<file path="src/hdl/hmpd_pkg.sv">
// Shared types, codes and constants of the hold-and-modify palette decoder.
// No dependencies; imported by every module of the block.
package hmpd_pkg;

	localparam int DEF_PALETTE_ENTRIES = 256;
	localparam int DEF_MAX_LINE_PITCH  = 4096;
	localparam int MAX_LINES           = 4096;

	localparam int INDEX_W = 8;
	localparam int LEVEL_W = 8;
	localparam int COLOR_W = 24;
	localparam int DEPTH_W = 4;
	localparam int PITCH_W = 13;
	localparam int LINES_W = 13;
	localparam int LINE_CNT_W = 12;
	localparam int CFG_IDX_W = 2;
	localparam int CFG_DATA_W = 13;

	// Register indexes on the configuration channel.
	localparam logic [CFG_IDX_W-1:0] CFG_PLANE_DEPTH     = 2'd0;
	localparam logic [CFG_IDX_W-1:0] CFG_HAM_ENABLE      = 2'd1;
	localparam logic [CFG_IDX_W-1:0] CFG_LINE_PITCH      = 2'd2;
	localparam logic [CFG_IDX_W-1:0] CFG_LINES_PER_FRAME = 2'd3;

	localparam logic [DEPTH_W-1:0] RST_PLANE_DEPTH     = 4'd6;
	localparam logic               RST_HAM_ENABLE      = 1'b0;
	localparam logic [PITCH_W-1:0] RST_LINE_PITCH      = 13'd320;
	localparam logic [LINES_W-1:0] RST_LINES_PER_FRAME = 13'd256;

	// Input item kinds (carried on tuser).
	localparam logic CMD_WRITE = 1'b0;
	localparam logic CMD_PIXEL = 1'b1;

	// Hold-and-modify control codes (top two depth bits).
	localparam logic [1:0] HAM_LOOKUP = 2'd0;
	localparam logic [1:0] HAM_BLUE   = 2'd1;
	localparam logic [1:0] HAM_RED    = 2'd2;
	localparam logic [1:0] HAM_GREEN  = 2'd3;

	typedef enum logic [1:0] {
		KIND_LOOKUP,
		KIND_BLUE,
		KIND_RED,
		KIND_GREEN
	} pix_kind_t;

	typedef struct packed {
		logic [DEPTH_W-1:0] plane_depth;
		logic               ham_enable;
		logic [PITCH_W-1:0] line_pitch;
		logic [LINES_W-1:0] lines_per_frame;
	} cfg_t;

	typedef struct packed {
		pix_kind_t          kind;
		logic [LEVEL_W-1:0] level;
		logic               first;
		logic               eol;
		logic               eof;
	} pix_ctrl_t;

endpackage

</file>
<file path="src/hdl/hmpd_cfg.sv">
// Configuration register file of the hold-and-modify palette decoder.
// Depends on hmpd_pkg.
module hmpd_cfg (
	input  logic                           clk,
	input  logic                           arst_n,
	input  logic                           cfg_valid,
	output logic                           cfg_ready,
	input  logic [hmpd_pkg::CFG_IDX_W-1:0]  cfg_index,
	input  logic [hmpd_pkg::CFG_DATA_W-1:0] cfg_data,
	output hmpd_pkg::cfg_t                 cfg
);
	import hmpd_pkg::*;

	cfg_t cfg_q;

	assign cfg_ready = 1'b1;
	assign cfg       = cfg_q;

	always_ff @(posedge clk or negedge arst_n) begin
		if (!arst_n) begin
			cfg_q.plane_depth     <= RST_PLANE_DEPTH;
			cfg_q.ham_enable      <= RST_HAM_ENABLE;
			cfg_q.line_pitch      <= RST_LINE_PITCH;
			cfg_q.lines_per_frame <= RST_LINES_PER_FRAME;
		end else if (cfg_valid) begin
			unique case (cfg_index)
				CFG_PLANE_DEPTH:     cfg_q.plane_depth     <= cfg_data[DEPTH_W-1:0];
				CFG_HAM_ENABLE:      cfg_q.ham_enable      <= cfg_data[0];
				CFG_LINE_PITCH:      cfg_q.line_pitch      <= cfg_data[PITCH_W-1:0];
				CFG_LINES_PER_FRAME: cfg_q.lines_per_frame <= cfg_data[LINES_W-1:0];
				default:             cfg_q                 <= cfg_q;
			endcase
		end
	end

endmodule

</file>
<file path="config.mk">
export PLATFORM = sky130hd
export DESIGN_NAME = hmpd_cfg
export DESIGN_NICKNAME = d
export VERILOG_FILES = /design/src/hdl/hmpd_pkg.sv /design/src/hdl/hmpd_cfg.sv
export SDC_FILE = /design/constraint.sdc
export NUM_CORES = 1
export LEC_CHECK = 0
export ABC_CLOCK_PERIOD_IN_PS = 800
export BUFFER_PORTS_ARGS = -buffer_cell sky130_fd_sc_hd__buf_2
export CORE_ASPECT_RATIO = 1.1
export CORE_UTILIZATION = 43
export DETAILED_ROUTE_END_ITERATION = 8
export GPL_ROUTABILITY_DRIVEN = 0
export MAX_ROUTING_LAYER = met4
export PLACE_DENSITY = 0.77
export REMOVE_ABC_BUFFERS = 1
export SLEW_MARGIN = 25
export SYNTH_ARGS = -nofsm -noshare
export SYNTH_HDL_FRONTEND = slang
export SYNTH_SLANG_ARGS = --single-unit
</file>
<file path="constraint.sdc">
create_clock -name clk -period 0.8 [get_ports clk]
set_input_delay 0.2 -clock clk [delete_from_list [all_inputs] [get_ports clk]]
set_output_delay 0.2 -clock clk [all_outputs]
set_load 0.01 [all_outputs]
</file>
[After elaboration in Yosys (flattened, before gate mapping)]
Index checks and enable logic that the tools add are counted.
Operators by class
  reduce and logical (&&, ||, !) cells: 5
  eq/ne operators: 3
Operators with widths (count)
  $reduce_and A2 Y1: 4
  $eq A2 B2 Y1 const B: 2
  $eq A2 B1 Y1 const B: 1
  $logic_not A2 Y1: 1
Word-level totals
  bits in registers: 31
  word-level logic and storage cells: 12
  input bits: 18
  output and inout port bits: 32

[Logic depth before layout (Yosys ltp)]
  depth after elaboration: 2
  mapped depth: 3
  gate-level depth less buffers: 2

[Worst setup path after synthesis]
No wires, ideal clock.
  kind: input port to flip-flop
  from: input port cfg_index[0] (netlist name)
  to: register cfg_q, in the netlist cfg[13]
  buffers on the path: 1
  data required time: 0.675 ns
  stages: 3
  data arrival time: 0.802 ns
  path slack: -0.127 ns
  cells stage by stage: nand3b_4 buf_6 mux2_4
On the way
  cells in the longest elaborated chain, start to end: 2
Ends and longest elaborated chain
  start: declaration: RTL line hmpd_cfg.sv:8  | input logic [hmpd_pkg::CFG_IDX_W-1:0] cfg_index,
  $eq A2 B2 Y1: RTL line hmpd_cfg.sv:26  | unique case (cfg_index)
  $reduce_and A2 Y1 (no line)
  end signal: assignment: RTL line hmpd_cfg.sv:31  | default: cfg_q <= cfg_q;
  end: declaration: RTL line hmpd_cfg.sv:14  | cfg_t cfg_q;
Every way passes these cells.
A chain may end at the register's enable or synchronous reset.

[Worst setup path after layout]
  from: register cfg_q, in the netlist cfg[19]
  to: output port cfg[19] (netlist name)
RTL lines
  end: declaration: RTL line hmpd_cfg.sv:10  | output hmpd_pkg::cfg_t cfg
No word-level cell between the ends.

==> reports/metrics.cfg <==
[floorplan]
core_area_um2=2828
die_h_um=59.75
ios=50
die_area_um2=3256
start_util_pct=46.11
die_w_um=54.50
fp-row-count=20

[layout]
post-route-util_pct=67.70
diodes=0
largest_register_ffs=31
final_cell_area_um2=1914
nets=160
most-common-layout-cells=buf_2, mux2_4, dfrtp_1
seqCellArea_um2=782.0
final_common_cell=buf_2
multi_input_area_um2=534.3
fill_cells=210
area_growth_pct=46.83
drive_above_1_share_pct=79.58

[clock_network]
clockBufferDepth=2
cts_sinks=31
htreeDepth=2
cts_made_buffers=5
cts_tree=yes
cts-root-buf=clkbuf_4
insertion_delay_ps=330
path_clk_slew_ps=100

[global_route]
track_usage_pct=20.41
grt_max_degree=32
antenna_found_initial=0
grt_overflow=0
grt_pass1_vias=876
grt_pass1_wl_um=4284

[sta]
hold_viol=0
setup_ws_ps=-395.7
layout_min_cycle_time_ps=1196
finalSetupViolCount=47
final_max_slew_viol_count=0
fmaxAchievable_mhz=836.3
rsz0062_at_grt=yes
min_period_over_period_pct=149.5
clock_skew_ps=0
fin_setup_tns_ps=-9984

[worst_setup_path]
startpoint_type=flip-flop
arrival_ps=1000
cp_cell_sequence=buf_6
critical_path.max_stage_delay_ps=560
critical_path_class=reg -> out
path_max_fanout=2
cp_slowest_cell=dfstp_2
endpoint_kind=primary output
path_delay_family=flip-flops
cp_data_required_time_ps=600
critPathBufInv=1

[placement]
placed_area_um2=1575
dpl.hpwl_um=1586
portBuffers=48
place_ws_ps=-376.6

[synthesis]
synth_top_cell_area_share_pct=49.90
avgSynthCellArea_um2=18.63
yosys-top-cells-area=dfrtp_1, mux2_4, dfstp_2
synth_cell_types=11
ys_ff_latch=31
ys_warn_count=0
syn_inst=70
seq_area_frac_synth_pct=59.98
yosys.area.top_type=dfrtp_1
synth_area_um2=1304

[power]
leakage_uw=0.001015
powerDensity_nw_per_um2=2353
ir_drop_mv=1.795
power_uw=4504

[route]
drt_wl_total_um=2697
ant_nets=0
post-route-drc-count=0
firstDrtPassIters=3
via_count=844
via_per_inst=4.823
drtIter0Drc=12
wl_per_cell_um=15.41

[outcome]
status=finished with violations
violations=negative setup slack

[hold_path]
min_path_type=in -> reg

[run]
max_cap_viol_count=0

synth_stat cells:
master     n
dfrtp_1   26
conb_1     1
buf_6      2
buf_4      1
nand3_4    1
nand3b_4   1
nor3b_4    1
mux2_4    20
dfstp_2    5
mux2_2    11
nand3b_1   1
cell families after synthesis:
| family | Yosys count | synth area share (%) |
|---|---|---|
| muxes | 31 | 32.53 |
| DFF | 31 | 59.98 |
| and+or+nand+nor | 4 | 4.895 |
| buffers and inverters | 3 | 2.303 |
| other | 1 | 0.2876 |
power by group:
part	internal [uW]	total [uW]	switching [uW]	leakage, uW
Clock	406	937	530	0.0000341
Combinational	970	1470	504	0.000621
Sequential	1900	2090	193	0.000360
Total	3280	4500	1230	0.00101
path summary, 6_finish.rpt:
kind	from	endpoint	slack, ps	depth (start not counted)
max in group asynchronous	arst_n	cfg[28]	220	3
min in group asynchronous	arst_n	cfg[18]	340	3
hold / removal	cfg_data[10]	cfg[23]	110	2
setup reg to reg	cfg[2]	cfg[2]	-90	2
setup / recovery	cfg[19]	cfg[19]	-400	1
hold reg to reg	cfg[20]	cfg[20]	510	1
stage by stage:
stage | instances | hold slack (ps)
2_1_floorplan | 67 | -95.59
3_3_place_gp | 149 | 162.3
3_5_place_dp | 149 | 163.3
4_1_cts | 172 | 97.39
5_1_grt | 175 | 88.23
6_report | 175 | 110.2
routing by layer:
| metal | track usage [%] | wire [um] |
|---|---|---|
| met1 | 23.69 | 1175 |
| met2 | 31.18 | 1314 |
| met3 | 7.634 | 162 |
| met4 | 8.791 | 45 |
| met5 | - | 0 |
cell type report:
class	count	share of cell area, %
clock buffers	6	2.680
clock inverters	1	0.2614
multi-input cells	37	27.91
flip-flops and latches	31	40.85
well taps	33	2.157
repair buffers	67	26.14
repair_timing:
| item | 4_1_cts | 5_1_grt |
|---|---|---|
| pin swaps | 1 | 0 |
| resized for setup | 13 | 16 |
| hold endpoints to repair | 26 | 0 |
| gates cloned | 1 | 0 |
| buffers inserted | 14 | 7 |
| hold buffers | 1 | 0 |
| setup endpoints to repair | 36 | 49 |
(Power assumes the default switching activity.)
