### config.mk
export PLATFORM = sky130hd
export DESIGN_NAME = hmpd_front
export DESIGN_NICKNAME = d
export VERILOG_FILES = /design/src/hdl/hmpd_pkg.sv /design/src/hdl/hmpd_front.sv
export SDC_FILE = /design/constraint.sdc
export NUM_CORES = 1
export LEC_CHECK = 0
export BUFFER_PORTS_ARGS = -buffer_cell sky130_fd_sc_hd__buf_2
export CORE_MARGIN = 3
export CORE_UTILIZATION = 35
export CTS_BUF_LIST = sky130_fd_sc_hd__clkbuf_2 sky130_fd_sc_hd__clkbuf_4 sky130_fd_sc_hd__clkbuf_8
export DETAILED_ROUTE_END_ITERATION = 12
export GPL_TIMING_DRIVEN = 1
export PLACE_DENSITY_LB_ADDON = 0.3
export SYNTH_ARGS = -nofsm -noshare
export SYNTH_HDL_FRONTEND = slang
export SYNTH_SLANG_ARGS = --single-unit
export TNS_END_PERCENT = 1
### constraint.sdc
create_clock -name clk -period 23.3 [get_ports clk]
set_clock_uncertainty 0.2 [all_clocks]
set_input_delay 6.99 -clock clk [delete_from_list [all_inputs] [get_ports clk]]
set_output_delay 6.99 -clock clk [all_outputs]
set_load 0.01 [all_outputs]
### src/hdl/hmpd_pkg.sv
// Shared types, codes and constants of the hold-and-modify palette decoder.
// No dependencies; imported by every module of the block.
package hmpd_pkg;

	localparam int DEF_PALETTE_ENTRIES = 256;
	localparam int DEF_MAX_LINE_PITCH  = 4096;
	localparam int MAX_LINES           = 4096;

	localparam int INDEX_W = 8;
	localparam int LEVEL_W = 8;
	localparam int COLOR_W = 24;
	localparam int DEPTH_W = 4;
	localparam int PITCH_W = 13;
	localparam int LINES_W = 13;
	localparam int LINE_CNT_W = 12;
	localparam int CFG_IDX_W = 2;
	localparam int CFG_DATA_W = 13;

	// Register indexes on the configuration channel.
	localparam logic [CFG_IDX_W-1:0] CFG_PLANE_DEPTH     = 2'd0;
	localparam logic [CFG_IDX_W-1:0] CFG_HAM_ENABLE      = 2'd1;
	localparam logic [CFG_IDX_W-1:0] CFG_LINE_PITCH      = 2'd2;
	localparam logic [CFG_IDX_W-1:0] CFG_LINES_PER_FRAME = 2'd3;

	localparam logic [DEPTH_W-1:0] RST_PLANE_DEPTH     = 4'd6;
	localparam logic               RST_HAM_ENABLE      = 1'b0;
	localparam logic [PITCH_W-1:0] RST_LINE_PITCH      = 13'd320;
	localparam logic [LINES_W-1:0] RST_LINES_PER_FRAME = 13'd256;

	// Input item kinds (carried on tuser).
	localparam logic CMD_WRITE = 1'b0;
	localparam logic CMD_PIXEL = 1'b1;

	// Hold-and-modify control codes (top two depth bits).
	localparam logic [1:0] HAM_LOOKUP = 2'd0;
	localparam logic [1:0] HAM_BLUE   = 2'd1;
	localparam logic [1:0] HAM_RED    = 2'd2;
	localparam logic [1:0] HAM_GREEN  = 2'd3;

	typedef enum logic [1:0] {
		KIND_LOOKUP,
		KIND_BLUE,
		KIND_RED,
		KIND_GREEN
	} pix_kind_t;

	typedef struct packed {
		logic [DEPTH_W-1:0] plane_depth;
		logic               ham_enable;
		logic [PITCH_W-1:0] line_pitch;
		logic [LINES_W-1:0] lines_per_frame;
	} cfg_t;

	typedef struct packed {
		pix_kind_t          kind;
		logic [LEVEL_W-1:0] level;
		logic               first;
		logic               eol;
		logic               eof;
	} pix_ctrl_t;

endpackage

### src/hdl/hmpd_front.sv
// Pixel decode front end: depth masking, hold-modify split, line/frame counters.
// Depends on hmpd_pkg.
module hmpd_front #(
	parameter int MAX_LINE_PITCH = hmpd_pkg::DEF_MAX_LINE_PITCH
) (
	input  logic                         clk,
	input  logic                         arst_n,
	input  hmpd_pkg::cfg_t               cfg,
	input  logic                         take_pix,
	input  logic [hmpd_pkg::INDEX_W-1:0] index_value,
	output logic [hmpd_pkg::INDEX_W-1:0] rd_addr,
	output hmpd_pkg::pix_ctrl_t          ctrl
);
	import hmpd_pkg::*;

	localparam int CW   = $clog2(MAX_LINE_PITCH);
	localparam int MAXW = $clog2(MAX_LINE_PITCH + 1);
	localparam int PW   = (MAXW > PITCH_W) ? MAXW : PITCH_W;

	logic [INDEX_W-1:0]    pix;
	logic [INDEX_W-1:0]    data;
	logic [1:0]            mode;
	logic [LEVEL_W-1:0]    level;
	logic [CW-1:0]         col_q;
	logic [LINE_CNT_W-1:0] line_q;
	logic [PW-1:0]         pitch_c;
	logic [PW-1:0]         col_lim;
	logic [LINES_W-1:0]    lines_c;
	logic [LINES_W-1:0]    line_lim;
	logic                  eol;
	logic                  eof;

	// Split the pixel by depth: mask, top two bits, data bits moved to the top of a byte.
	always_comb begin
		unique case (cfg.plane_depth)
			4'd0, 4'd1, 4'd2, 4'd3: begin
				pix = {5'b0, index_value[2:0]}; mode = index_value[2:1];
				data = {7'b0, index_value[0]}; level = {index_value[0], 7'b0};
			end
			4'd4: begin
				pix = {4'b0, index_value[3:0]}; mode = index_value[3:2];
				data = {6'b0, index_value[1:0]}; level = {index_value[1:0], 6'b0};
			end
			4'd5: begin
				pix = {3'b0, index_value[4:0]}; mode = index_value[4:3];
				data = {5'b0, index_value[2:0]}; level = {index_value[2:0], 5'b0};
			end
			4'd6: begin
				pix = {2'b0, index_value[5:0]}; mode = index_value[5:4];
				data = {4'b0, index_value[3:0]}; level = {index_value[3:0], 4'b0};
			end
			4'd7: begin
				pix = {1'b0, index_value[6:0]}; mode = index_value[6:5];
				data = {3'b0, index_value[4:0]}; level = {index_value[4:0], 3'b0};
			end
			default: begin
				pix = index_value; mode = index_value[7:6];
				data = {2'b0, index_value[5:0]}; level = {index_value[5:0], 2'b0};
			end
		endcase
	end

	always_comb begin
		rd_addr    = pix;
		ctrl.kind  = KIND_LOOKUP;
		ctrl.level = level;
		ctrl.first = (col_q == '0);
		ctrl.eol   = eol;
		ctrl.eof   = eof;
		if (cfg.ham_enable) begin
			unique case (mode)
				HAM_LOOKUP: begin
					ctrl.kind = KIND_LOOKUP;
					rd_addr   = data;
				end
				HAM_BLUE:  ctrl.kind = KIND_BLUE;
				HAM_RED:   ctrl.kind = KIND_RED;
				HAM_GREEN: ctrl.kind = KIND_GREEN;
				default:   ctrl.kind = KIND_LOOKUP;
			endcase
		end
	end

	// Clamp the limits and find the line and frame ends.
	always_comb begin
		pitch_c = PW'(cfg.line_pitch);
		if (pitch_c == '0) begin
			pitch_c = PW'(1);
		end else if (pitch_c > PW'(MAX_LINE_PITCH)) begin
			pitch_c = PW'(MAX_LINE_PITCH);
		end
		col_lim = pitch_c - PW'(1);

		lines_c = cfg.lines_per_frame;
		if (lines_c == '0) begin
			lines_c = LINES_W'(1);
		end else if (lines_c > LINES_W'(MAX_LINES)) begin
			lines_c = LINES_W'(MAX_LINES);
		end
		line_lim = lines_c - LINES_W'(1);

		eol = (PW'(col_q) >= col_lim);
		eof = eol && (LINES_W'(line_q) >= line_lim);
	end

	always_ff @(posedge clk or negedge arst_n) begin
		if (!arst_n) begin
			col_q  <= '0;
			line_q <= '0;
		end else if (take_pix) begin
			if (eol) begin
				col_q  <= '0;
				line_q <= eof ? '0 : line_q + LINE_CNT_W'(1);
			end else begin
				col_q  <= col_q + CW'(1);
			end
		end
	end

endmodule

# After elaboration in Yosys (flattened, before gate mapping)

Index checks and enable logic that the tools add are counted.

Bits in registers: 24
Input bits: 42
Output and inout port bits: 21
Logic and storage cells: 42

$add $sub $neg: 4
Order comparisons: 4
Equality and inequality tests: 10
Mux-type cells: 14
Reductions and logical operators: 8

Operator list:

| operator                                            | number |
|---|---|
| case mux 8 bit (5 select lines)                     | 2 |
| 2-to-1 mux 13 bit                                   | 4 |
| case mux 6 bit (5 select lines)                     | 1 |
| greater-or-equal comparator 12 x 13 -> 1 bit        | 2 |
| > comparator 13 bit (second input constant)         | 2 |
| logical NOT 13 bit                                  | 2 |
| subtractor 13 x 1 -> 13 bit (second input constant) | 2 |
| adder 12 x 1 -> 12 bit (second input constant)      | 2 |
| 2-to-1 mux 12 bit                                   | 2 |
| == test 4 x 3 -> 1 bit (second input constant)      | 4 |
| 2-to-1 mux 8 bit                                    | 2 |
| logical NOT 12 bit                                  | 1 |
| case mux 2 bit (5 select lines)                     | 1 |
| == test 4 x 2 -> 1 bit (second input constant)      | 2 |
| case mux 2 bit (4 select lines)                     | 1 |
| == test 2 bit (second input constant)               | 2 |
| == test 4 x 1 -> 1 bit (second input constant)      | 1 |
| logical NOT 4 bit                                   | 1 |
| OR reduction 4 bit                                  | 1 |
| == test 2 x 1 -> 1 bit (second input constant)      | 1 |
| logical NOT 2 bit                                   | 1 |
| 2-to-1 mux 2 bit                                    | 1 |
| AND reduction 2 bit                                 | 1 |
| logical AND 1 bit                                   | 1 |

# Depth between registers and ports, before layout

Depth after elaboration: 7
Mapped depth: 18
Depth with buffers taken out: 16

# Least setup slack after synthesis

Ideal clock, no wire load.

Path type: input port to output port
Start: input port cfg[2] (netlist bit)
End: output port ctrl[0] (netlist bit)
Arrival time: 10.126 ns
Required time: 16.110 ns
Slack: 5.984 ns
Stages: 16
Path buffers: 2
Cell sequence: or4_4 nor4_2 nand2_1 nand2b_1 nand2_1 ha_1 buf_1 a31oi_1 o22ai_1 ha_1 and3_1 o2111ai_1 o21ai_1 nand2_4 nor2_1 buf_4

Cells in the longest elaborated chain, start to end: 6
Elaborated cells on any way between the ends: 7
Classes of those cells: 1 x add/sub; 2 x order compare; 2 x mux; 2 x reduce/logical

RTL lines:

| item                                             | RTL line          | source |
|---|---|---|
| start, declared                                  | hmpd_front.sv:8   | `input hmpd_pkg::cfg_t cfg,` |
| > comparator 13 bit                              | hmpd_front.sv:97  | `end else if (lines_c > LINES_W'(MAX_LINES)) begin` |
| 2-to-1 mux 13 bit                                | hmpd_front.sv:97  |  |
| 2-to-1 mux 13 bit (*)                            | hmpd_front.sv:95  | `if (lines_c == '0) begin` |
| subtractor 13 x 1 -> 13 bit (*)                  | hmpd_front.sv:100 | `line_lim = lines_c - LINES_W'(1);` |
| greater-or-equal comparator 12 x 13 -> 1 bit (*) | hmpd_front.sv:103 | `eof = eol && (LINES_W'(line_q) >= line_lim);` |
| logical AND 1 bit (*)                            | hmpd_front.sv:103 |  |
| end, declared                                    | hmpd_front.sv:12  | `output hmpd_pkg::pix_ctrl_t ctrl` |

Mark *: on every way between the ends. The rest lies on a longest branch, timed or not.

==> metrics.yaml <==
dieHeight_um: 95.0
maxSlewViolCount: 0
die_x_um: 95.0
post-dp-hpwl_mm: 5.28
cp.required_ns: 16.11
finalNonFillerCells: 514
power.share.clock_pct: 20.8
synth_common_cells: "43 x nor2_1, 29 x ha_1, 28 x a21oi_1, 28 x nand2_1, 24 x dfrtp_1"
synth.distinct_cells: 57
synth.most_common_cell: "nor2_1"
drt_iter0_drc: 85
grt_use_total_pct: 14.8
grt_setup_unrepaired: "no"
async_flop_share_pct: 100
rr_startpoint: "col_q[3]"
start_kind: "input pin"
hold_path_class: "flip-flop to flip-flop"
cts_tree: "built"
worstHoldEndpoint: "line_q[6]"
rrSetupSlack_ns: 20.19
p_int_uw: 85.0
multi_input_area_um2: 2000
gr-total-overflow: 0
final_nets: 487
grt_max_degree: 25
crit_type: "input pin to output port"
grt_pass1_vias: 2498
slowest_stage: "or4_4"
cts-root-buf: "clkbuf_8"
wl_mm: 6.77
final-setup-viol-count: 0
via_count: 2837
finalCriticalPeriod_ns: 17.95
syn_inst: 367
finalSetupTns_ns: 0
antennaDiodeCount: 0
dr.pass1.iters: 4
wl_per_cell_um: 13.2
ir_worst_vdd_mv: 0.0393
placement.io_buffers: 60
final-seq-area_um2: 601
synth.top_cell.area_share_pct: 21.7
crit_arrival_ns: 10.76
worstMarginPinSlew_ns: 1.02
grt_pass1_wl_mm: 11.1
worstRegToRegCells: 7
path_cells: "buf_2, or4_4, nor4_2, nand2_1, nand2b_1, nand2_1, ha_1, a31oi_1, o22ai_1, ha_1, and3_1, o2111ai_1, o21ai_1, nand2_4, nor2_1, buf_2"
whs_ns: 0.362
min_from: "line_q[6]"
initial_utilization_pct: 37.2
critPathMaxStageDelay_ns: 0.57
p_sw_uw: 51.9
placed_area_um2: 3110
htree_num_levels: 1
synth_edf_count: 0
cts_setup_buffers: 0
post-place-cells: 510
cp_max_fo: 13
dieArea_um2: 9020
ys_warn_count: 0
drtAntennaViolNets: 0
final_core_util_pct: 42.5
max_freq_ghz: 0.0557
slew_headroom_pct: 31.8
netlist_top_cells_area: "dfrtp_1 22%, ha_1 13%, nor2_1 5.8%"
powerDensity_nw_per_um2: 43.3
avgSynthCellArea_um2: 7.55
maxCapViolCount: 0
finalWeightedCongestion: 0.875
synthFlopType: "dfrtp_1"
p_sw_share_pct: 37.9
fill_cells: 772
combPwrFrac_pct: 38.3
ys_ff_latch: 24
yosysSeqAreaShare_pct: 21.7
fin_crit_sh_pct: 77.0
ctsResizeCount: 0
yosysTopAreaCell: "dfrtp_1"
p_seq_share_pct: 40.9
drive_gt1_share_pct: 18.3
clk_latency_ns: 0.27
fp-row-count: 31
p_leak_uw: 0.00146
hold_viol: 0
cts-hold-fix-buffers: 0
r2r_end: "line_q[3]"
ios: 63
core-area_um2: 7450
cts_buffer_depth: 2
setup.worst_path.end_class: "output port"
hold-path-cell-count: 1
outcome: "finished clean"
postLayoutCellArea_um2: 3160
drc_errors: 0
area_growth_pct: 14.2
viasPerCell: 5.52
synth_area_um2: 2770
cts.sinks: 24
cts_made_buffers: 3
antenna_found_initial: 0
clk_pin_slew_ns: 0.08
metrics by stage:
stage,worst slack [ns],power (µW)
after floorplan,5.98,90.8
after global placement,5.37,107
after detailed placement,5.36,109
after CTS,5.34,138
after global routing,4.96,148
final,5.35,137
routing by layer:
| layer | share of wire (%) | global-route usage (%) |
|---|---|---|
| met5 | 0 | 0 |
| met2 | 45 | 24.7 |
| met1 | 49 | 20.3 |
| met3 | 5.4 | 2.31 |
| met4 | 0.83 | 3.00 |
worst max-delay path, delay by kind of cell:
family	cells	cell delay, ns
AO/OA/AOI/OAI	4	0.94
buffers and inverters	2	0.26
adder cells (fa/ha/maj)	2	0.68
AND/OR/NAND/NOR	8	1.88
area by class of cell:
cell class | count | share of cell area [%]
inverters | 22 | 2.61
clock buffers | 4 | 1.74
multi-input cells | 305 | 63.3
repair buffers | 60 | 9.49
well taps | 99 | 3.92
flip-flops and latches | 24 | 19.0
power groups by stage:
stage	clock (µW)	combinational [µW]	sequential, µW
final	28.5	52.4	56.0
after global routing	31.6	59.9	56.8
after CTS	29.9	52.5	55.8
after detailed placement	0	52.1	56.6
after global placement	0	50.8	56.7
after floorplan	0	36.9	53.9
state kept, by name, indices dropped and copies added, names as in the netlist:
register and count:
col_q 12, line_q 12
cells in the final DEF, fill, tap and decap left out, types with 2 or more instances in the layout:
| cell type | instances |
|---|---|
| a2111oi_0 | 3 |
| a211oi_1 | 3 |
| a21boi_0 | 2 |
| a21o_1 | 2 |
| a21oi_1 | 28 |
| a221oi_1 | 6 |
| a22oi_1 | 4 |
| a31oi_1 | 7 |
| and2_1 | 4 |
| and3_1 | 5 |
| buf_2 | 60 |
| clkbuf_8 | 4 |
| conb_1 | 2 |
| dfrtp_1 | 24 |
| ha_1 | 29 |
| inv_1 | 22 |
| mux2_2 | 3 |
| nand2_1 | 28 |
| nand2b_1 | 9 |
| nand3_1 | 13 |
| nand3b_1 | 2 |
| nand4_1 | 10 |
| nor2_1 | 43 |
| nor2b_1 | 7 |
| nor3_1 | 8 |
| nor3b_1 | 3 |
| nor4_1 | 7 |
| nor4_2 | 2 |
| o211ai_1 | 2 |
| o21a_1 | 6 |
| o21ai_0 | 23 |
| o21ai_1 | 2 |
| o22ai_1 | 8 |
| o31a_1 | 2 |
| or3_1 | 2 |
| xnor2_1 | 6 |
| xor2_1 | 6 |
kinds of logic (layout without fill, tap and decap cells):
kind of cell / count (synthesis) / in the layout / synth area share [%]
simple gates: 149 / 149 / 27.8
compound gates: 109 / 109 / 25.7
buf+inv: 39 / 86 / 6.23
fa+ha+maj: 29 / 29 / 13.1
flops: 24 / 24 / 21.7
xor+xnor: 12 / 12 / 3.79
mux: 4 / 4 / 1.58
other cells: 1 / 2 / 0.135
worst max-delay path by stage:
stage / slack (ns) / cells after the start / end / start
global route: 4.96 / 16 / ctrl[0] / cfg[2]
CTS: 5.34 / 16 / ctrl[0] / cfg[2]
global placement: 5.37 / 17 / ctrl[0] / cfg[2]
finish: 5.35 / 16 / ctrl[0] / cfg[2]
floorplan: 5.98 / 16 / ctrl[0] / cfg[2]
detailed placement: 5.36 / 16 / ctrl[0] / cfg[2]
No activity file was read; power rests on OpenSTA's default activity.
