File: src/hdl/hmpd_pkg.sv
// Shared types, codes and constants of the hold-and-modify palette decoder.
// No dependencies; imported by every module of the block.
package hmpd_pkg;

	localparam int DEF_PALETTE_ENTRIES = 256;
	localparam int DEF_MAX_LINE_PITCH  = 4096;
	localparam int MAX_LINES           = 4096;

	localparam int INDEX_W = 8;
	localparam int LEVEL_W = 8;
	localparam int COLOR_W = 24;
	localparam int DEPTH_W = 4;
	localparam int PITCH_W = 13;
	localparam int LINES_W = 13;
	localparam int LINE_CNT_W = 12;
	localparam int CFG_IDX_W = 2;
	localparam int CFG_DATA_W = 13;

	// Register indexes on the configuration channel.
	localparam logic [CFG_IDX_W-1:0] CFG_PLANE_DEPTH     = 2'd0;
	localparam logic [CFG_IDX_W-1:0] CFG_HAM_ENABLE      = 2'd1;
	localparam logic [CFG_IDX_W-1:0] CFG_LINE_PITCH      = 2'd2;
	localparam logic [CFG_IDX_W-1:0] CFG_LINES_PER_FRAME = 2'd3;

	localparam logic [DEPTH_W-1:0] RST_PLANE_DEPTH     = 4'd6;
	localparam logic               RST_HAM_ENABLE      = 1'b0;
	localparam logic [PITCH_W-1:0] RST_LINE_PITCH      = 13'd320;
	localparam logic [LINES_W-1:0] RST_LINES_PER_FRAME = 13'd256;

	// Input item kinds (carried on tuser).
	localparam logic CMD_WRITE = 1'b0;
	localparam logic CMD_PIXEL = 1'b1;

	// Hold-and-modify control codes (top two depth bits).
	localparam logic [1:0] HAM_LOOKUP = 2'd0;
	localparam logic [1:0] HAM_BLUE   = 2'd1;
	localparam logic [1:0] HAM_RED    = 2'd2;
	localparam logic [1:0] HAM_GREEN  = 2'd3;

	typedef enum logic [1:0] {
		KIND_LOOKUP,
		KIND_BLUE,
		KIND_RED,
		KIND_GREEN
	} pix_kind_t;

	typedef struct packed {
		logic [DEPTH_W-1:0] plane_depth;
		logic               ham_enable;
		logic [PITCH_W-1:0] line_pitch;
		logic [LINES_W-1:0] lines_per_frame;
	} cfg_t;

	typedef struct packed {
		pix_kind_t          kind;
		logic [LEVEL_W-1:0] level;
		logic               first;
		logic               eol;
		logic               eof;
	} pix_ctrl_t;

endpackage

File: src/hdl/hmpd_out.sv
// Color stage and output register: merges palette data with the held color.
// Depends on hmpd_pkg.
module hmpd_out (
	input  logic                         clk,
	input  logic                         arst_n,
	input  logic                         take_pix,
	input  hmpd_pkg::pix_ctrl_t          ctrl,
	input  logic [hmpd_pkg::COLOR_W-1:0] entry0,
	input  logic [hmpd_pkg::COLOR_W-1:0] rd_data,
	output logic                         in_ready,
	output logic                         m_tvalid,
	input  logic                         m_tready,
	output logic [hmpd_pkg::COLOR_W-1:0] m_tdata,  // out_red, out_green, out_blue
	output logic                         m_tlast,  // end_of_line
	output logic                         m_tuser   // end_of_frame
);
	import hmpd_pkg::*;

	logic               v_s1;
	pix_ctrl_t          ctrl_s1;
	logic [COLOR_W-1:0] entry0_s1;
	logic               v_s2;
	logic [COLOR_W-1:0] color_s2;  // {red, green, blue}
	logic               eol_s2;
	logic               eof_s2;
	logic [COLOR_W-1:0] prev_q;
	logic [COLOR_W-1:0] prev;
	logic [COLOR_W-1:0] color;
	logic               adv;

	assign adv      = v_s1 && (!v_s2 || m_tready);
	assign in_ready = !v_s1 || adv;

	always_comb begin
		prev = ctrl_s1.first ? entry0_s1 : prev_q;
		unique case (ctrl_s1.kind)
			KIND_LOOKUP: color = rd_data;
			KIND_BLUE:   color = {prev[23:8], ctrl_s1.level};
			KIND_RED:    color = {ctrl_s1.level, prev[15:0]};
			KIND_GREEN:  color = {prev[23:16], ctrl_s1.level, prev[7:0]};
			default:     color = rd_data;
		endcase
	end

	always_ff @(posedge clk or negedge arst_n) begin
		if (!arst_n) begin
			v_s1   <= 1'b0;
			v_s2   <= 1'b0;
			prev_q <= '0;
		end else begin
			if (take_pix) begin
				v_s1 <= 1'b1;
			end else if (adv) begin
				v_s1 <= 1'b0;
			end
			if (adv) begin
				v_s2   <= 1'b1;
				prev_q <= color;
			end else if (m_tready) begin
				v_s2 <= 1'b0;
			end
		end
	end

	always_ff @(posedge clk) begin
		if (take_pix) begin
			ctrl_s1   <= ctrl;
			entry0_s1 <= entry0;
		end
		if (adv) begin
			color_s2 <= color;
			eol_s2   <= ctrl_s1.eol;
			eof_s2   <= ctrl_s1.eof;
		end
	end

	assign m_tvalid = v_s2;
	assign m_tdata  = {color_s2[7:0], color_s2[15:8], color_s2[23:16]};
	assign m_tlast  = eol_s2;
	assign m_tuser  = eof_s2;

	a_eof_has_eol: assert property (@(posedge clk) disable iff (!arst_n)
		v_s2 && eof_s2 |-> eol_s2)
		else $error("frame end without line end");

	a_no_overrun: assert property (@(posedge clk) disable iff (!arst_n)
		take_pix |-> (!v_s1 || adv))
		else $error("pixel taken while color stage is blocked");

	a_prev_tracks_out: assert property (@(posedge clk) disable iff (!arst_n)
		adv |=> prev_q == color_s2)
		else $error("held color differs from last delivered color");

	a_stall_holds_s1: assert property (@(posedge clk) disable iff (!arst_n)
		v_s1 && !adv |=> v_s1)
		else $error("stalled pixel lost from color stage");

endmodule
File: config.mk
export PLATFORM = sky130hd
export DESIGN_NAME = hmpd_out
export DESIGN_NICKNAME = d
export VERILOG_FILES = /design/src/hdl/hmpd_pkg.sv /design/src/hdl/hmpd_out.sv
export SDC_FILE = /design/constraint.sdc
export NUM_CORES = 1
export LEC_CHECK = 0
export ABC_AREA = 1
export BUFFER_PORTS_ARGS = -buffer_cell sky130_fd_sc_hd__buf_4
export CELL_PAD_IN_SITES_DETAIL_PLACEMENT = 2
export CELL_PAD_IN_SITES_GLOBAL_PLACEMENT = 2
export CORE_MARGIN = 3
export CORE_UTILIZATION = 33
export CTS_CLUSTER_DIAMETER = 40
export CTS_CLUSTER_SIZE = 16
export DETAILED_ROUTE_END_ITERATION = 10
export PLACE_DENSITY = 0.83
export SLEW_MARGIN = 20
export SYNTH_ARGS = -nofsm -noshare
export SYNTH_HDL_FRONTEND = slang
export SYNTH_SLANG_ARGS = --single-unit
File: constraint.sdc
create_clock -name clk -period 2.1 [get_ports clk]
set_clock_uncertainty 0.1 [all_clocks]
set_input_delay 0.21 -clock clk [delete_from_list [all_inputs] [get_ports clk]]
set_output_delay 0.21 -clock clk [all_outputs]
set_load 0.1 [all_outputs]
---- Word-level counts from Yosys, hierarchy flattened ----
Cells that the tools add are included.
operators by class
  equal/unequal tests ..................... 3
  multiplexer cells ....................... 6
  reduce and logical (&&, ||, !) cells .... 8
operators with widths
  kind                                            number
  case mux 24 bit (4 select lines)                1
  two-way mux 24 bit                              1
  == test 2 bit (second input constant)           2
  two-way mux 1 bit                               4
  nonzero test 2 bit                              2
  == test 2 x 1 -> 1 bit (second input constant)  1
  logical NOT 1 bit                               2
  logical NOT 2 bit                               1
  logical OR 1 bit                                2
  logical AND 1 bit                               1
word-level totals
  flip-flop bits (word level) ............. 89
  input bits .............................. 65
  output and inout bits ................... 28
  word-level logic and storage cells ...... 29

---- Logic depth before layout (Yosys ltp) ----
Gate-level depths: netlist of run 1.
  word-level depth ........................ 5
  mapped depth ............................ 9
  depth with buffers taken out ............ 7

---- Least setup slack after synthesis of run 1 ----
No wires, ideal clock.
  kind .................................... reg-to-reg
  start point ............................. register v_s2, in the netlist m_tvalid
  end point ............................... register v_s1
  library setup time ...................... 0.094 ns
  arrival ................................. 2.154 ns
  data required time ...................... 1.906 ns
  setup slack ............................. -0.248 ns
  stages on the path, launching flop included .. 3
  buffers on the path ..................... 0
  period minus slack after synthesis ...... 2.348 ns
  path through ............................ dfrtp_1 > nand3_1 > nand2_1
on the way
  cells in the longest elaborated chain, start to end .. 4
ends and longest elaborated chain
  element                       line            RTL
  start: declaration            hmpd_out.sv:22  logic v_s2;
  start signal: assignment      hmpd_out.sv:48  v_s2 <= 1'b0;
  start signal: assignment      hmpd_out.sv:57  v_s2 <= 1'b1;
  start signal: assignment      hmpd_out.sv:60  v_s2 <= 1'b0;
  logical NOT 1 bit             hmpd_out.sv:31  assign adv = v_s1 && (!v_s2 || m_tready);
  logical OR 1 bit              hmpd_out.sv:31
  logical AND 1 bit             hmpd_out.sv:31
  nonzero test 2 bit (no line)  --
  end signal: assignment        hmpd_out.sv:47  v_s1 <= 1'b0;
  end signal: assignment        hmpd_out.sv:52  v_s1 <= 1'b1;
  end signal: assignment        hmpd_out.sv:54  v_s1 <= 1'b0;
  end: declaration              hmpd_out.sv:19  logic v_s1;
Every way passes these cells.
A chain may end at the register's enable or synchronous reset.

---- Final worst setup path of run 1 ----
  start point ............................. register ctrl_s1[12] (netlist name)
  end point ............................... register color_s2[2], data pin
on the way
  cells in the longest elaborated chain, start to end .. 2
  elaborated cells on any way between the ends .. 5
  classes of those cells .................. eq/ne (3); mux (1); reduce/logical (1)
ends and longest elaborated chain
  element                                line            RTL
  start: declaration                     hmpd_out.sv:20  pix_ctrl_t ctrl_s1;
  start signal: assignment               hmpd_out.sv:67  ctrl_s1 <= ctrl;
  == test 2 bit (tied with other cells)  hmpd_out.sv:36  unique case (ctrl_s1.kind)
  case mux 24 bit (4 select lines) *     hmpd_out.sv:36
  net color[2]                           hmpd_out.sv:28  logic [COLOR_W-1:0] color;
  end signal: assignment                 hmpd_out.sv:71  color_s2 <= color;
  end: declaration                       hmpd_out.sv:23  logic [COLOR_W-1:0] color_s2;
The timed path passes the listed nets; every way through them passes the cells marked *.

==> impl_metrics.ini, run 1 <==
[clock_network]
cts_tree = done
htree_num_levels = 3
cts_sinks = 89
cts_buffers = 9
clockBufferDepth = 2
cts.clk_slew.worst_paths_ps = 60
root_buffer = clkbuf_16
clk_latency_ps = 350

[timing]
worst_slew_pin_slew_ps = 719
finalHoldViolations = 0
maxSlewHeadroom_pct = 52.1
timing.setup.tns_ps = 0
setup_viol = 0
fin_crit_ps = 1910
fin_crit_sh_pct = 90.8
slew_violations = 0
rsz0062_at_grt = false
fmax_mhz = 525

[yosys]
synth_area_leader_cell = edfxtp_1
synth_cells = 377
yosysWarningCount = 0
synthTopCellsByArea = edfxtp_1 (50%), nand2_1 (18%), dfrtp_1 (17%)
yosysSeqAreaShare_pct = 67.0
ys_seq_elements = 89
yosys.area.top_type_share_pct = 49.8
synth_nets = 442
yosysUniqueCellTypes = 18
synthesis.area_um2 = 3800
syn_avg_cell_area_um2 = 10.1

[power]
pwr-share-clk_pct = 33.2
p_comb_share_pct = 24.6
p_per_area_nw_per_um2 = 1020
peakVddDrop_mv = 0.552
p_sw_share_pct = 32.5
pwr-share-seq_pct = 42.2
p_int_mw = 3.71
p_leak_nw = 2.57
p_switching_mw = 1.78

[min_path]
hold_path.class = in -> reg
whs_endpoint = v_s1
hold_depth = 4
min_from = m_tready

[critical_path]
path_class = reg -> reg
cp_data_required_time_ps = 2070
startpoint_type = flop
ff2ff_path_depth = 5
r2r_end = color_s2[2]
rrSetupSlack_ps = 190
crit_fanout = 12
r2r_start = ctrl_s1[12]
cp_data_arrival_time_ps = 1880
end_kind = flop

[flow_run]
maxCapViolCount = 0

[placed_design]
dpl.cell_count = 604
gp_congestion = 0.821
io_buffers = 92
dp_hpwl_um = 8080

[finish]
mostFrequentLayoutCells = nand2_1 (186), buf_4 (100), edfxtp_1 (63)
n_fill_cell = 1155
drive_gt1_share_pct = 26.3
num-nets-final = 578
syn2layout_area_growth_pct = 41.3
antenna_cells = 0
final_cell_count_no_fill = 658
final_common_cell = nand2_1

[routing]
drc = 0
dr.pass1.iters = 4
dr.first_iter.drc_count = 117
drt_wl_total_um = 12100
final_antenna_net_count = 0
wl_per_cell_um = 18.4
via_per_inst = 4.70
vias = 3093

[global_route]
antenna_found_initial = 0
grtUsageTotal_pct = 20.2
grt_start_max_net_pins = 39
grt_pass1_vias = 3524
grt_pass1_wl_um = 19500
grt-ovfl-total = 0

[floorplan]
row_count = 38
io-pin-count = 93
start_util_pct = 34.4
die-area_um2 = 12800
die_w_um = 113
die_y_um = 113
core_um2 = 11000

[status]
status = complete, no violations
[cell usage after synthesis]
master,instances
nand2_4,3
inv_1,34
nand2_2,1
nand2_1,186
inv_6,1
buf_2,6
nor2_1,3
o21ai_0,1
nor2_4,1
inv_2,4
dfrtp_1,26
buf_6,1
nand3_2,10
clkbuf_1,2
o21ai_2,1
edfxtp_1,63
buf_4,4
nand3_1,30
[what timing repair did]
action	CTS	global route
setup endpoints to repair	0	0
endpoints found under the hold margin	63	0
setup buffers	0	0
hold buffers	38	0
gates resized for setup	0	0
[state kept, by name, summed over array words and instances, names as in the netlist]
signal / count
color_s2: 24
ctrl_s1: 13
v_s1: 1
m_tlast: 1
entry0_s1: 24
m_tvalid: 1
m_tuser: 1
prev_q: 24
[layout make-up]
type	instances	area, µm²	area share (%)
timing repair buffer	138	1130	21.1
sequential	89	2540	47.4
clock inverter	6	106	1.98
tap	140	175	3.26
clock buffer	10	229	4.27
inverter	39	151	2.82
multi-input combinational	236	1030	19.2
[layer usage]
layer	track usage, %	share of wire, %
met1	24.6	42
met2	36.4	53
met3	3.96	4.0
met4	5.29	0.96
met5	0	0
[worst max path at each step]
stage	start	endpoint	slack, ps	cells past startpoint
detailed placement	ctrl_s1[12]	color_s2[6]	290	5
global placement	ctrl_s1[12]	color_s2[2]	430	5
floorplan	m_tvalid	color_s2[0]	190	4
finish	ctrl_s1[12]	color_s2[2]	190	5
global route	ctrl_s1[12]	prev_q[2]	80	7
CTS	ctrl_s1[12]	color_s2[2]	180	5
[power groups by stage]
stage	Clock (mW)	Sequential, mW	Combinational (mW)
floorplan	0	2.80	0.418
global placement	0	2.33	1.24
detailed placement	0	2.34	1.29
CTS	1.87	2.31	1.36
global route	1.94	2.34	1.46
finish	1.82	2.31	1.35
[metrics by stage]
stage               power, mW  instance area [µm²]  worst slack [ps]  util, %  hold slack, ps
floorplan                3.22                 3800               190        -            -186
detailed placement       3.64                 4650               291     42.2            72.5
global placement         3.57                 4650               431     42.2            64.9
global route             5.74                 5370              80.3     48.7            59.7
CTS                      5.55                 5370               180     48.7            36.6
finish                   5.49                 5370               194     48.7            40.0
[logic make-up after synthesis]
family,Yosys count,synth area share (%)
AOI/OAI and AO/OA,2,0.362
buffers and inverters,52,6.06
DFF,89,67.0
and+or+nand+nor,234,26.6
[worst max-delay path: stages, from the launching register on]
cell and delay (ps):
edfxtp_1 810, inv_1 170, nand2_1 200, inv_2 110, nand2_1 100, nand3_1 120
No activity file was read; power rests on OpenSTA's default activity.
==> run 2: changes to the inputs <==
--- a/config.mk
+++ b/config.mk
@@ -10,11 +10,12 @@
 export CELL_PAD_IN_SITES_DETAIL_PLACEMENT = 2
 export CELL_PAD_IN_SITES_GLOBAL_PLACEMENT = 2
 export CORE_MARGIN = 3
-export CORE_UTILIZATION = 33
+export CORE_UTILIZATION = 29
 export CTS_CLUSTER_DIAMETER = 40
 export CTS_CLUSTER_SIZE = 16
 export DETAILED_ROUTE_END_ITERATION = 10
-export PLACE_DENSITY = 0.83
+export GPL_ROUTABILITY_DRIVEN = 1
+export PLACE_DENSITY = 0.77
 export SLEW_MARGIN = 20
 export SYNTH_ARGS = -nofsm -noshare
 export SYNTH_HDL_FRONTEND = slang
==> constraint.sdc (replaced) <==
create_clock -name clk -period 1.6 [get_ports clk]
set_clock_uncertainty 0.1 [all_clocks]
set_input_delay 0.16 -clock clk [delete_from_list [all_inputs] [get_ports clk]]
set_output_delay 0.16 -clock clk [all_outputs]
set_load 0.1 [all_outputs]
==> impl_metrics.ini, run 2 (synthesized netlist as in run 1, its figures left out) <==
[critical_path]
startpoint_type = flop
slowest_stage = edfxtp_1
worst-path-buf-inv = 1
end_kind = flop
path_cells = nor2_4, buf_4, nand2_1, nand3_1, nand2_1, nand2_1
path_class = reg -> reg
startpoint = ctrl_s1[11]
crit_fanout = 8
r2r_start = ctrl_s1[11]
critical_path.endpoint = prev_q[4]
cp_data_required_time_ps = 1780
max_stage_delay_ps = 510
ff2ff_path_depth = 6
cp_top_family = simple AND/OR/NAND/NOR gates
cp_data_arrival_time_ps = 1670
r2r_end = prev_q[4]
rrSetupSlack_ps = 110
cp_common_cell = nand2_1
path_depth = 6

[finish]
num-nets-final = 584
antenna_cells = 0
syn2layout_area_growth_pct = 43.2
final_common_cell = nand2_1
mostFrequentLayoutCells = nand2_1 (186), buf_4 (103), edfxtp_1 (63)
drive_gt1_share_pct = 26.9
reg_top3 = color_s2: 24 flops, entry0_s1: 24 flops, prev_q: 24 flops

[timing]
fin_crit_ps = 1490
worst_slew_pin_slew_ps = 552
fin_crit_sh_pct = 93.0
hold_ws_ps = 30.6
slew_violations = 0
timing.setup.tns_ps = 0
finalHoldViolations = 0
rsz0062_at_grt = false
maxSlewHeadroom_pct = 63.2
fmax_mhz = 672
setup_viol = 0

[global_route]
grt_pass1_vias = 3578
grt_start_max_net_pins = 39
antenna_found_initial = 0
grt_pass1_wl_um = 19000
grtUsageTotal_pct = 17.4
grt-ovfl-total = 0

[floorplan]
start_util_pct = 29.8
die_w_um = 120
die_y_um = 120
core_um2 = 12700
row_count = 41
io-pin-count = 93
die-area_um2 = 14500

[clock_network]
htree_num_levels = 3
clockBufferDepth = 2
cts_buffers = 9
cts_tree = done
cts_sinks = 89
root_buffer = clkbuf_16
cts.clk_slew.worst_paths_ps = 60
clk_latency_ps = 340

[placed_design]
io_buffers = 92
dp_hpwl_um = 8390
gp_congestion = 0.778

[routing]
drc = 0
vias = 3139
drt_wl_total_um = 12000
final_antenna_net_count = 0
wl_per_cell_um = 17.2
dr.pass1.iters = 4
dr.first_iter.drc_count = 125
via_per_inst = 4.51

[min_path]
hold_path.class = in -> reg

[power]
p_per_area_nw_per_um2 = 1280
p_leak_nw = 2.59
peakVddDrop_mv = 0.608

[flow_run]
maxCapViolCount = 0

[status]
status = complete, no violations
-- run 2: cell count changes in the layout (fill, tap and decap cells not counted) --
| cell | delta |
|---|---|
| dlygate4sd3_1 | +1 |
| clkinv_1 | -1 |
| clkinv_2 | +2 |
| dfrtp_2 | -1 |
| buf_12 | +2 |
| clkbuf_1 | +1 |
| clkinv_4 | -1 |
| bufinv_16 | -2 |
| dfrtp_4 | +1 |
| clkbuf_8 | +1 |
| buf_4 | +3 |
-- run 2: per-layer routing --
| layer | wire length [µm] | part of all wire (%) | GRT usage [%] |
|---|---|---|---|
| met1 | 5070 | 42 | 21.3 |
| met2 | 6100 | 51 | 30.1 |
| met3 | 551 | 4.6 | 3.37 |
| met4 | 250 | 2.1 | 7.08 |
| met5 | 0 | 0 | 0 |
-- run 2: worst min-delay path by stage --
stage,depth (start not counted),end,from,slack (ps)
after detailed placement,1,prev_q[2],arst_n,20
after CTS,3,color_s2[13],rd_data[13],20
after floorplan,0,prev_q[0],arst_n,-240
after global routing,3,color_s2[13],rd_data[13],40
after global placement,1,prev_q[2],arst_n,30
final,3,color_s2[17],rd_data[17],30
-- run 2: layout make-up --
class                      instances  area (µm²)
tap                              172         215
timing repair buffer             144        1200
inverter                          39         151
sequential                        89        2550
clock buffer                      12         246
fill                            1416        7290
multi-input combinational        236        1030
clock inverter                     4        43.8
-- run 2: repair_timing --
action,in CTS,in global routing
hold buffers,39,0
endpoints found under the hold margin,64,0
gates resized for setup,0,0
endpoints found under the setup margin,0,9
buffers inserted,0,1
-- run 2: per-stage QoR --
stage               total power, mW  utilization, %  cell area (µm²)  std cells  setup WS, ps
CTS                            7.03            42.7             5430        695          57.5
global placement               4.73            37.3             4750        640           180
detailed placement             4.82            37.3             4750        640          76.0
global route                   7.28            42.7             5440        696          10.2
finish                         6.95            42.7             5440        696           113
floorplan                      4.24               -             3820        377          27.5
-- run 2: where the power goes --
part / switching [mW] / internal [mW]
Combinational: 1.28 / 0.526
Clock: 0.868 / 1.24
Sequential: 0.184 / 2.85
-- run 2: worst min-delay path: stages --
cell,delay [ps]
buf_4,80
nand2_1,50
nand3_2,70
==> run 3: changes to the inputs <==
--- a/config.mk
+++ b/config.mk
@@ -9,7 +9,6 @@
 export BUFFER_PORTS_ARGS = -buffer_cell sky130_fd_sc_hd__buf_4
 export CELL_PAD_IN_SITES_DETAIL_PLACEMENT = 2
 export CELL_PAD_IN_SITES_GLOBAL_PLACEMENT = 2
-export CORE_MARGIN = 3
 export CORE_UTILIZATION = 29
 export CTS_CLUSTER_DIAMETER = 40
 export CTS_CLUSTER_SIZE = 16
==> impl_metrics.ini, run 3 (synthesized netlist as in run 1, its figures left out) <==
[routing]
drt_wl_total_um = 12200
dr.first_iter.drc_count = 70
via_per_inst = 4.43
drc = 0
dr.pass1.iters = 4
final_antenna_net_count = 0
wl_per_cell_um = 17.5
vias = 3081

[clock_network]
cts_sinks = 89
cts_buffers = 9
cts_tree = done
clockBufferDepth = 2
cts.clk_slew.worst_paths_ps = 60
htree_num_levels = 3
cts_resized = 0
root_buffer = clkbuf_16
clk_latency_ps = 340

[power]
p_per_area_nw_per_um2 = 1250
peakVddDrop_mv = 0.603
pwr-share-seq_pct = 44.6
pwr-share-clk_pct = 28.7
p_switching_mw = 2.34
p_int_mw = 4.46
p_leak_nw = 2.59
p_sw_share_pct = 34.4
p_comb_share_pct = 26.7
power_mw = 6.81

[timing]
maxSlewHeadroom_pct = 63.8
timing.setup.tns_ps = 0
hold_ws_ps = 35.3
fin_crit_ps = 1520
rsz0062_at_grt = false
fmax_mhz = 660
worst_slew_pin_slew_ps = 542
slew_violations = 0
setup_slack_ps = 83.8
finalHoldViolations = 0
setup_viol = 0
fin_crit_sh_pct = 94.8

[critical_path]
cp_data_required_time_ps = 1580
path_class = reg -> reg
r2r_start = ctrl_s1[11]
startpoint_type = flop
cp_common_cell = nand2_1
startpoint = ctrl_s1[11]
ff2ff_path_depth = 5
crit_fanout = 9
end_kind = flop
rrSetupSlack_ps = 80
max_stage_delay_ps = 530
cp_data_arrival_time_ps = 1500
slowest_stage = edfxtp_1
path_cells = buf_4, nand2_1, nand3_1, nand2_1, nand2_1
r2r_end = color_s2[15]

[finish]
drive_gt1_share_pct = 27.1
final_cell_count_no_fill = 696
antenna_cells = 0
final_area_um2 = 5430
mostFrequentLayoutCells = nand2_1 (186), buf_4 (102), edfxtp_1 (63)
syn2layout_area_growth_pct = 42.9
postLayoutCoreUtil_pct = 42.8
reg_top3 = color_s2: 24 flops, entry0_s1: 24 flops, prev_q: 24 flops
final_common_cell = nand2_1
num-nets-final = 584

[floorplan]
row_count = 41
die_y_um = 116
die_w_um = 116
core_um2 = 12700
start_util_pct = 30.0
io-pin-count = 93
die-area_um2 = 13600

[global_route]
use_met1_pct = 24.0
grt-ovfl-total = 0
grt_pass1_vias = 3566
grt_pass1_wl_um = 19200
grtUsageTotal_pct = 19.7
antenna_found_initial = 0
grt_start_max_net_pins = 50
met2_usage_pct = 35.6
grt.busiest_layer = met2
met3_usage_pct = 3.17

[placed_design]
dp_hpwl_um = 8150
dp_slack_ps = 77.4
place_area_um2 = 4750
gp_congestion = 0.808
dpl.cell_count = 639
io_buffers = 92

[min_path]
hold_depth = 3
hold_path.class = in -> reg
min_from = rd_data[18]
whs_endpoint = color_s2[18]

[status]
status = complete, no violations

[flow_run]
maxCapViolCount = 0
-- run 3: cell count changes in the layout (fill, tap and decap cells not counted), sizes merged --
cell	previous run	this run
bufinv	1	0
clkinv	3	4
-- run 3: power by group through the flow --
stage | logic (mW) | registers (mW) | clock network, mW
finish | 1.82 | 3.04 | 1.95
global placement | 1.67 | 3.06 | 0
global route | 1.96 | 3.07 | 2.10
detailed placement | 1.74 | 3.08 | 0
floorplan | 0.559 | 3.68 | 0
CTS | 1.84 | 3.04 | 2.00
-- run 3: cell type report --
class	instances	area [µm²]
fillers	1395	7250
well taps	172	215
multi-input cells	236	1030
inverters	39	151
repair buffers	144	1220
flip-flops and latches	89	2550
clock inverters	4	20.0
clock buffers	12	246
-- run 3: routing by layer --
layer	wire, µm	part of all wire (%)
met5	0	0
met2	6320	52
met1	5330	44
met4	144	1.2
met3	419	3.4
-- run 3: worst max-delay path, delay by kind of cell, from the launching register on --
family | cells | cell delay [ps]
AND/OR/NAND/NOR | 4 | 400
buffers and inverters | 1 | 250
flip-flops | 1 | 530
-- run 3: how the worst max path moves through the flow --
stage	cells past startpoint	slack, ps	to
floorplan	4	30	color_s2[0]
global placement	5	170	color_s2[15]
detailed placement	5	80	color_s2[3]
CTS	5	60	color_s2[3]
global route	7	10	prev_q[15]
finish	5	80	color_s2[15]
-- run 3: repair_timing --
action,in CTS,in global routing
hold endpoints to repair,64,0
buffers inserted,0,2
setup endpoints to repair,0,1
hold buffers,39,0
